--- config.mk ---
export PLATFORM = sky130hd
export DESIGN_NAME = record_header_recurrence_checksum_top
export DESIGN_NICKNAME = d
export VERILOG_FILES = /design/src/sv/rhrc_pkg.sv /design/src/sv/rhrc_front.sv /design/src/sv/rhrc_queue.sv /design/src/sv/rhrc_back.sv /design/src/sv/record_header_recurrence_checksum_top.sv
export SDC_FILE = /design/constraint.sdc
export NUM_CORES = 1
export LEC_CHECK = 0
export BUFFER_PORTS_ARGS = -buffer_cell sky130_fd_sc_hd__buf_2
export CAP_MARGIN = 40
export CORE_AREA = 5 5 186 188
export CTS_CLUSTER_DIAMETER = 100
export CTS_CLUSTER_SIZE = 14
export DETAILED_ROUTE_END_ITERATION = 8
export DIE_AREA = 0 0 191 193
export GPL_ROUTABILITY_DRIVEN = 0
export PLACE_DENSITY = 0.87
export SYNTH_ARGS = -nofsm -noshare
export SYNTH_HDL_FRONTEND = slang
export SYNTH_SLANG_ARGS = --single-unit
export TNS_END_PERCENT = 50
--- constraint.sdc ---
create_clock -name clock -period 31.8 [get_ports clock]
set_clock_uncertainty 0.1 [all_clocks]
set_input_delay 3.18 -clock clock [delete_from_list [all_inputs] [get_ports clock]]
set_output_delay 3.18 -clock clock [all_outputs]
set_load 0.01 [all_outputs]
--- src/sv/rhrc_pkg.sv ---
// Shared types and constants for the record header and recurrence checksum checker.
package rhrc_pkg;

   localparam int POS_W = 7;
   localparam int QUEUE_DEPTH = 2;

   localparam logic [31:0] MAGIC_RESET = 32'h414E_4B48;
   localparam logic [15:0] LOAD_ADDR_RESET = 16'h0100;

   localparam logic CSR_MAGIC = 1'b0;
   localparam logic CSR_LOAD_ADDR = 1'b1;

   localparam logic [1:0] STATUS_VALID = 2'd0;
   localparam logic [1:0] STATUS_BAD_HEADER = 2'd1;
   localparam logic [1:0] STATUS_MISMATCH = 2'd2;
   localparam logic [1:0] STATUS_SHORT = 2'd3;

   typedef enum logic [1:0] {
      OP_NONE,
      OP_FIRST,
      OP_STEP,
      OP_STORE
   } op_type;

   typedef struct packed {
      logic [7:0] data;
      logic [7:0] alpha;
      logic [7:0] beta;
      op_type op;
      logic [1:0] store_lane;
      logic hdr_bad;
      logic final_rec;
      logic short_file;
      logic end_file;
   } entry_type;

   typedef struct packed {
      logic [1:0] status;
      logic [15:0] computed_checksum;
      logic [31:0] stored_checksum;
   } result_type;

endpackage

--- src/sv/rhrc_front.sv ---
// Front end: accepts file bytes, tracks the record position and classifies each byte.
module rhrc_front #(
   parameter int RECORD_BYTES = 90
) (
   input  logic clock,
   input  logic reset,
   input  logic req_tvalid,
   output logic req_tready,
   input  logic [7:0] req_tdata,
   input  logic req_tlast,
   input  logic csr_we,
   input  logic csr_index,
   input  logic [31:0] csr_wdata,
   output logic push_valid,
   input  logic push_ready,
   output rhrc_pkg::entry_type push_entry
);

   localparam int CHECKED_BYTES = RECORD_BYTES - 4;

   logic [rhrc_pkg::POS_W-1:0] pos_ff, pos_in;
   logic done_ff, done_in;
   logic [31:0] magic_ff;
   logic [15:0] load_addr_ff;

   logic accept;
   logic at_final;
   logic [7:0] exp_byte;
   logic hdr_check;
   logic [rhrc_pkg::POS_W-1:0] lane_pos;

   assign req_tready = push_ready;
   assign accept = req_tvalid & req_tready;
   assign push_valid = accept;
   assign at_final = (pos_ff == rhrc_pkg::POS_W'(RECORD_BYTES - 1));
   assign lane_pos = pos_ff - rhrc_pkg::POS_W'(CHECKED_BYTES);

   always_comb begin
      exp_byte = '0;
      hdr_check = 1'b0;
      unique case (pos_ff)
         7'd0: begin
            exp_byte = magic_ff[7:0];
            hdr_check = 1'b1;
         end
         7'd1: begin
            exp_byte = magic_ff[15:8];
            hdr_check = 1'b1;
         end
         7'd2: begin
            exp_byte = magic_ff[23:16];
            hdr_check = 1'b1;
         end
         7'd3: begin
            exp_byte = magic_ff[31:24];
            hdr_check = 1'b1;
         end
         7'd4: begin
            exp_byte = load_addr_ff[7:0];
            hdr_check = 1'b1;
         end
         7'd5: begin
            exp_byte = load_addr_ff[15:8];
            hdr_check = 1'b1;
         end
         default: begin
         end
      endcase
   end

   always_comb begin
      push_entry.data = req_tdata;
      // Position-dependent recurrence coefficients, 17i and 31i modulo 256.
      push_entry.alpha = {1'b0, pos_ff} + {pos_ff[3:0], 4'b0000};
      push_entry.beta = {pos_ff[2:0], 5'b00000} - {1'b0, pos_ff};
      push_entry.store_lane = lane_pos[1:0];
      push_entry.hdr_bad = !done_ff && hdr_check && (exp_byte != req_tdata);
      push_entry.final_rec = !done_ff && at_final;
      push_entry.short_file = !done_ff && !at_final && req_tlast;
      push_entry.end_file = req_tlast;
      if (done_ff) begin
         push_entry.op = rhrc_pkg::OP_NONE;
      end else if (pos_ff == '0) begin
         push_entry.op = rhrc_pkg::OP_FIRST;
      end else if (pos_ff < rhrc_pkg::POS_W'(CHECKED_BYTES)) begin
         push_entry.op = rhrc_pkg::OP_STEP;
      end else begin
         push_entry.op = rhrc_pkg::OP_STORE;
      end
   end

   always_comb begin
      pos_in = pos_ff;
      done_in = done_ff;
      if (accept) begin
         if (req_tlast) begin
            pos_in = '0;
            done_in = 1'b0;
         end else if (!done_ff) begin
            pos_in = pos_ff + 1'b1;
            done_in = at_final;
         end
      end
   end

   always_ff @(posedge clock) begin
      if (reset) begin
         pos_ff <= '0;
         done_ff <= 1'b0;
         magic_ff <= rhrc_pkg::MAGIC_RESET;
         load_addr_ff <= rhrc_pkg::LOAD_ADDR_RESET;
      end else begin
         pos_ff <= pos_in;
         done_ff <= done_in;
         if (csr_we) begin
            unique case (csr_index)
               rhrc_pkg::CSR_MAGIC: magic_ff <= csr_wdata;
               rhrc_pkg::CSR_LOAD_ADDR: load_addr_ff <= csr_wdata[15:0];
               default: begin
               end
            endcase
         end
      end
   end

endmodule

--- src/sv/rhrc_queue.sv ---
// Short queue of classified bytes between the front end and the back end.
module rhrc_queue (
   input  logic clock,
   input  logic reset,
   input  logic push_valid,
   output logic push_ready,
   input  rhrc_pkg::entry_type push_entry,
   output logic pop_valid,
   input  logic pop_ready,
   output rhrc_pkg::entry_type pop_entry
);

   localparam int PTR_W = (rhrc_pkg::QUEUE_DEPTH > 1) ? $clog2(rhrc_pkg::QUEUE_DEPTH) : 1;
   localparam int CNT_W = $clog2(rhrc_pkg::QUEUE_DEPTH + 1);

   rhrc_pkg::entry_type slot_ff [rhrc_pkg::QUEUE_DEPTH];
   logic [PTR_W-1:0] wr_ptr_ff, wr_ptr_in;
   logic [PTR_W-1:0] rd_ptr_ff, rd_ptr_in;
   logic [CNT_W-1:0] count_ff, count_in;
   logic do_push, do_pop;

   assign push_ready = (count_ff < CNT_W'(rhrc_pkg::QUEUE_DEPTH));
   assign pop_valid = (count_ff != '0);
   assign pop_entry = slot_ff[rd_ptr_ff];
   assign do_push = push_valid & push_ready;
   assign do_pop = pop_valid & pop_ready;

   always_comb begin
      wr_ptr_in = wr_ptr_ff;
      rd_ptr_in = rd_ptr_ff;
      count_in = count_ff;
      if (do_push) begin
         wr_ptr_in = (wr_ptr_ff == PTR_W'(rhrc_pkg::QUEUE_DEPTH - 1)) ? '0 : wr_ptr_ff + 1'b1;
      end
      if (do_pop) begin
         rd_ptr_in = (rd_ptr_ff == PTR_W'(rhrc_pkg::QUEUE_DEPTH - 1)) ? '0 : rd_ptr_ff + 1'b1;
      end
      if (do_push && !do_pop) begin
         count_in = count_ff + 1'b1;
      end else if (do_pop && !do_push) begin
         count_in = count_ff - 1'b1;
      end
   end

   always_ff @(posedge clock) begin
      if (reset) begin
         wr_ptr_ff <= '0;
         rd_ptr_ff <= '0;
         count_ff <= '0;
      end else begin
         wr_ptr_ff <= wr_ptr_in;
         rd_ptr_ff <= rd_ptr_in;
         count_ff <= count_in;
      end
   end

   always_ff @(posedge clock) begin
      if (do_push) begin
         slot_ff[wr_ptr_ff] <= push_entry;
      end
   end

endmodule

--- src/sv/rhrc_back.sv ---
// Back end: runs the checksum recurrence, gathers the stored word and registers the status.
module rhrc_back (
   input  logic clock,
   input  logic reset,
   input  logic pop_valid,
   output logic pop_ready,
   input  rhrc_pkg::entry_type pop_entry,
   output logic rsp_tvalid,
   input  logic rsp_tready,
   output logic [55:0] rsp_tdata
);

   // 65535 * 256 keeps the difference positive without changing it modulo 65535.
   localparam logic [25:0] BIAS = 26'd16776960;
   localparam logic [16:0] MODULUS = 17'd65535;

   logic [15:0] older_ff, older_in;
   logic [15:0] newer_ff, newer_in;
   logic hdr_good_ff, hdr_good_in;
   logic [31:0] stored_ff, stored_in;
   logic rsp_valid_ff, rsp_valid_in;
   rhrc_pkg::result_type rsp_data_ff;
   rhrc_pkg::result_type result;

   logic emits;
   logic do_pop;
   logic [8:0] factor;
   logic [24:0] prod_p;
   logic [23:0] prod_q;
   logic neg;
   logic [25:0] diff;
   logic [16:0] fold;
   logic [15:0] step_val;

   assign emits = pop_entry.final_rec | pop_entry.short_file;
   assign pop_ready = !rsp_valid_ff || rsp_tready || !emits;
   assign do_pop = pop_valid & pop_ready;
   assign rsp_valid_in = (do_pop & emits) | (rsp_valid_ff & ~rsp_tready);

   assign factor = {1'b0, pop_entry.data} + {1'b0, pop_entry.alpha};
   assign prod_p = 25'(factor) * 25'(newer_ff);
   assign prod_q = 24'(pop_entry.beta) * 24'(older_ff);
   // A negative difference wraps at 2^64, and 2^64 is one modulo 65535.
   assign neg = (prod_p < {1'b0, prod_q});
   assign diff = {1'b0, prod_p} + BIAS - {2'b00, prod_q} + {25'd0, neg};
   assign fold = {7'd0, diff[25:16]} + {1'b0, diff[15:0]};
   assign step_val = (fold >= MODULUS) ? 16'(fold - MODULUS) : fold[15:0];

   always_comb begin
      older_in = older_ff;
      newer_in = newer_ff;
      stored_in = stored_ff;
      hdr_good_in = hdr_good_ff & ~pop_entry.hdr_bad;
      case (pop_entry.op)
         rhrc_pkg::OP_FIRST: begin
            older_in = 16'd1;
            newer_in = 16'(pop_entry.data) + 16'd7;
         end
         rhrc_pkg::OP_STEP: begin
            older_in = newer_ff;
            newer_in = step_val;
         end
         rhrc_pkg::OP_STORE: begin
            stored_in = stored_ff | (32'(pop_entry.data) << {pop_entry.store_lane, 3'b000});
         end
         default: begin
         end
      endcase
   end

   always_comb begin
      if (pop_entry.short_file) begin
         result.status = rhrc_pkg::STATUS_SHORT;
         result.computed_checksum = '0;
         result.stored_checksum = '0;
      end else begin
         if (!hdr_good_in) begin
            result.status = rhrc_pkg::STATUS_BAD_HEADER;
         end else if (stored_in != {16'd0, newer_in}) begin
            result.status = rhrc_pkg::STATUS_MISMATCH;
         end else begin
            result.status = rhrc_pkg::STATUS_VALID;
         end
         result.computed_checksum = newer_in;
         result.stored_checksum = stored_in;
      end
   end

   always_ff @(posedge clock) begin
      if (reset) begin
         older_ff <= 16'd1;
         newer_ff <= 16'd1;
         hdr_good_ff <= 1'b1;
         stored_ff <= '0;
         rsp_valid_ff <= 1'b0;
      end else begin
         rsp_valid_ff <= rsp_valid_in;
         if (do_pop) begin
            if (pop_entry.end_file) begin
               older_ff <= 16'd1;
               newer_ff <= 16'd1;
               hdr_good_ff <= 1'b1;
               stored_ff <= '0;
            end else begin
               older_ff <= older_in;
               newer_ff <= newer_in;
               hdr_good_ff <= hdr_good_in;
               stored_ff <= stored_in;
            end
         end
      end
   end

   always_ff @(posedge clock) begin
      if (do_pop && emits) begin
         rsp_data_ff <= result;
      end
   end

   assign rsp_tvalid = rsp_valid_ff;
   assign rsp_tdata = {6'd0, rsp_data_ff.stored_checksum, rsp_data_ff.computed_checksum,
                       rsp_data_ff.status};

endmodule

--- src/sv/record_header_recurrence_checksum_top.sv ---
// Top level of the record header and recurrence checksum checker.
// The block takes one file byte per clock cycle while the queue has room, and gives one status
// transaction per record: at the final record byte, or at an early last-of-file byte. The rate
// is set by the checksum recurrence in the back end, whose multiply, subtract and modulo-65535
// fold are combinational and feed the next byte's terms. Bytes pass a two-entry queue between
// the front end and the back end; a taken byte is written into the queue, popped by the back
// end, and its status is registered there before it is presented. A stalled result holds the
// back end at its next status byte; the front end keeps taking bytes until the queue fills.
module record_header_recurrence_checksum_top #(
   parameter int RECORD_BYTES = 90
) (
   input  logic clock,
   input  logic reset,
   input  logic req_tvalid,
   output logic req_tready,
   input  logic [7:0] req_tdata,   // data_byte
   input  logic req_tlast,         // last_of_file
   output logic rsp_tvalid,
   input  logic rsp_tready,
   output logic [55:0] rsp_tdata,  // status, computed_checksum, stored_checksum, zero fill
   input  logic csr_we,
   input  logic csr_index,
   input  logic [31:0] csr_wdata
);

   logic push_valid, push_ready;
   logic pop_valid, pop_ready;
   rhrc_pkg::entry_type push_entry, pop_entry;

   rhrc_front #(
      .RECORD_BYTES(RECORD_BYTES)
   ) u_front (
      .clock(clock),
      .reset(reset),
      .req_tvalid(req_tvalid),
      .req_tready(req_tready),
      .req_tdata(req_tdata),
      .req_tlast(req_tlast),
      .csr_we(csr_we),
      .csr_index(csr_index),
      .csr_wdata(csr_wdata),
      .push_valid(push_valid),
      .push_ready(push_ready),
      .push_entry(push_entry)
   );

   rhrc_queue u_queue (
      .clock(clock),
      .reset(reset),
      .push_valid(push_valid),
      .push_ready(push_ready),
      .push_entry(push_entry),
      .pop_valid(pop_valid),
      .pop_ready(pop_ready),
      .pop_entry(pop_entry)
   );

   rhrc_back u_back (
      .clock(clock),
      .reset(reset),
      .pop_valid(pop_valid),
      .pop_ready(pop_ready),
      .pop_entry(pop_entry),
      .rsp_tvalid(rsp_tvalid),
      .rsp_tready(rsp_tready),
      .rsp_tdata(rsp_tdata)
   );

endmodule

==> impl_metrics.ini <==
[routing]
drt_wl_total_um = 59600
route.detailed.drc = 0
num_vias = 18500
postRouteAntennaNets = 0
drt_iter0_markers = 1996
routed_via_density = 6.24
post_drt_wl_per_cell_um = 20.1
first_pass_iters = 6

[global_route]
grt_start_max_net_pins = 56
overflow = 0
grt_pass1_wl_um = 94300
antenna_found_initial = 3
grt_usage_pct = 31.9
grt_pass1_vias = 18800

[floorplanning]
die_h_um = 193
rows = 67
start_util_pct = 67.3
die-area_sq_um = 36900
core-area_sq_um = 32900
dieWidth_um = 191
num_io_pins = 105

[cts]
post_cts_buffers = 0
cts_resized = 0
cts.sinks = 237
clock_latency_ns = 0.52
clockRootBuffer = clkbuf_16
cts_tree = built
clockBufferDepth = 3
h-tree-depth = 1
cts_buffers = 20
path_clk_slew_ns = 0.07
hold_buffers = 0

[status]
status = completed

[sta]
hold_violations = 0
layout_min_cycle_time_ns = 16.24
max_freq_ghz = 0.0616
slew_headroom_pct = 34.6
rsz0062_at_grt = false
timing.final.ws_setup_ns = 15.56
worst_pin_slew_ns = 0.978
finalSetupViolCount = 0
slew_violations = 0
post-route-period-util_pct = 51.1
finalSetupTns_ns = 0

[cells_and_area]
drive_gt1_share_pct = 8.18
seq_area_sq_um = 5850
multi_input_area_sq_um = 14600
final_common_cell = inv_1
area_growth_pct = 6.59
fin_area_sq_um = 23600
antenna_cells = 0
nets = 2932
fill_cells = 2300
final_cell_mix = inv_1, nand2_1, nor2_1

[synthesis]
syn_inst = 2472
synth_cell_types = 95
ys_warn_count = 0
synth_seq_cells = 237
synth_area_leaders = fa_1, edfxtp_1, dfxtp_1
syn_area_per_cell_sq_um = 8.97
synth_top_area_share_pct = 17.2
synthFlopType = dfxtp_1
synth-seq-area-share_pct = 26.4
synthesis.area_sq_um = 22200
synth_edf_count = 110
synth_top_area_cell = fa_1
async_flop_share_pct = 0

[setup_path]
critPathLaunchType = register
cp.arrival_ns = 16.39
regToRegSetupSlack_ns = 15.56
crit_path_end_kind = register
timing.rr.end = u_back.rsp_tdata[1]
cp_max_fo = 21
crit_type = reg2reg
reg2regPathDepth = 61
required_ns = 31.94
max_stage_delay_ns = 0.64
slowest_stage = o311ai_0
crit_top_cell = a21oi_1

[placement]
port_buffers = 98
dp_hpwl_um = 45400
dp_slack_ns = 16.01
dpl_cell_area_sq_um = 23100

[flow_run]
maxCapViolCount = 0

[worst_hold_path]
min_path_type = reg2reg
holdPathEnd = u_front.magic_ff[16]
holdCritStartpoint = u_front.magic_ff[16]
hold_depth = 2
[Yosys cell counts (10+ instances only)]
master and instances:
and3_1 10, clkbuf_1 91, nor2_1 193, nand2_1 252, mux2_2 20, a21o_1 26
and2_1 99, a221o_1 10, nand3_1 24, nand3b_1 14, xnor2_1 88, inv_1 339
ha_1 188, o21ai_0 27, a211oi_1 11, a21oi_1 182, nand2b_1 49, a221oi_1 11
edfxtp_1 110, a31oi_1 15, nor4_1 10, xor2_1 37, fa_1 191, nor3_1 42
mux2i_1 20, dfxtp_1 127, buf_1 14, nor2b_1 63, o21bai_1 27, a22oi_1 23
[how the worst max path moves through the flow]
stage | from | endpoint | slack (ns) | cells after the start
6_report | register | u_back.rsp_tdata[1] | 15.56 | 61
5_1_grt | register | u_back.rsp_tdata[1] | 14.67 | 61
4_1_cts | register | u_back.rsp_tdata[1] | 15.90 | 61
3_5_place_dp | register | u_back.rsp_tdata[1] | 16.01 | 61
3_3_place_gp | register | u_back.rsp_tdata[1] | 16.54 | 60
2_1_floorplan | register | u_back.rsp_tdata[1] | 17.18 | 65
[flip-flops by register name, indices dropped and copies added, names as in the netlist, named ones only]
register and cells:
u_front.magic_ff 32, u_queue.rd_ptr_ff 1, u_queue.wr_ptr_ff 1, u_back.older_ff 16, u_queue.count_ff 2, u_back.newer_ff 16, u_back.stored_ff 32, u_front.done_ff 1
u_front.pos_ff 7, u_back.rsp_tdata 50, u_back.hdr_good_ff 1, u_queue.slot_ff 60, u_front.load_addr_ff 16, u_back.rsp_tvalid 1
[critical path: cells and delay by family (launching register included)]
kind,cells,cell delay [ns]
buf+inv,5,0.89
fa+ha+maj,11,4.50
compound gates,32,7.11
mux,1,0.20
xor+xnor,4,0.73
simple gates,8,2.07
flops,1,0.36
[cells by family after synthesis]
kind of cell / Yosys count / share of synthesized area [%]
xor+xnor: 127 / 5.08
compound gates: 430 / 13.1
mux: 41 / 1.97
other cells: 1 / 0.0169
buf+inv: 453 / 7.78
fa+ha+maj: 379 / 27.8
simple gates: 804 / 17.8
flops: 237 / 26.4
[layer usage]
layer / GRT usage, % / up-vias / wire length [um]
li1: - / 8224 / -
met1: 40.0 / 8911 / 22100
met2: 54.0 / 1085 / 28500
met3: 5.37 / 274 / 5540
met4: 15.4 / 6 / 3440
met5: 0 / - / 34
[area by class of cell]
class                           instances  share of cell area [%]
Inverter                              339                    5.38
Timing Repair Buffer                  121                    3.11
Clock inverter                          1                   0.127
Multi-Input combinational cell       1787                    61.9
Sequential cell                       237                    24.7
Tap cell                              448                    2.37
Clock buffer                           34                    2.34
[per-stage QoR]
step	instances	hold slack [ns]	util, %
CTS	2967	0.357	71.8
floorplan	2477	0.324	-
global route	2967	0.377	71.8
global placement	2924	0.342	69.6
finish	2967	0.359	71.8
detailed placement	2932	0.348	70.0
Power is not shown: default switching activity piles up to over one toggle a cycle in this logic, so the estimate is an artifact.
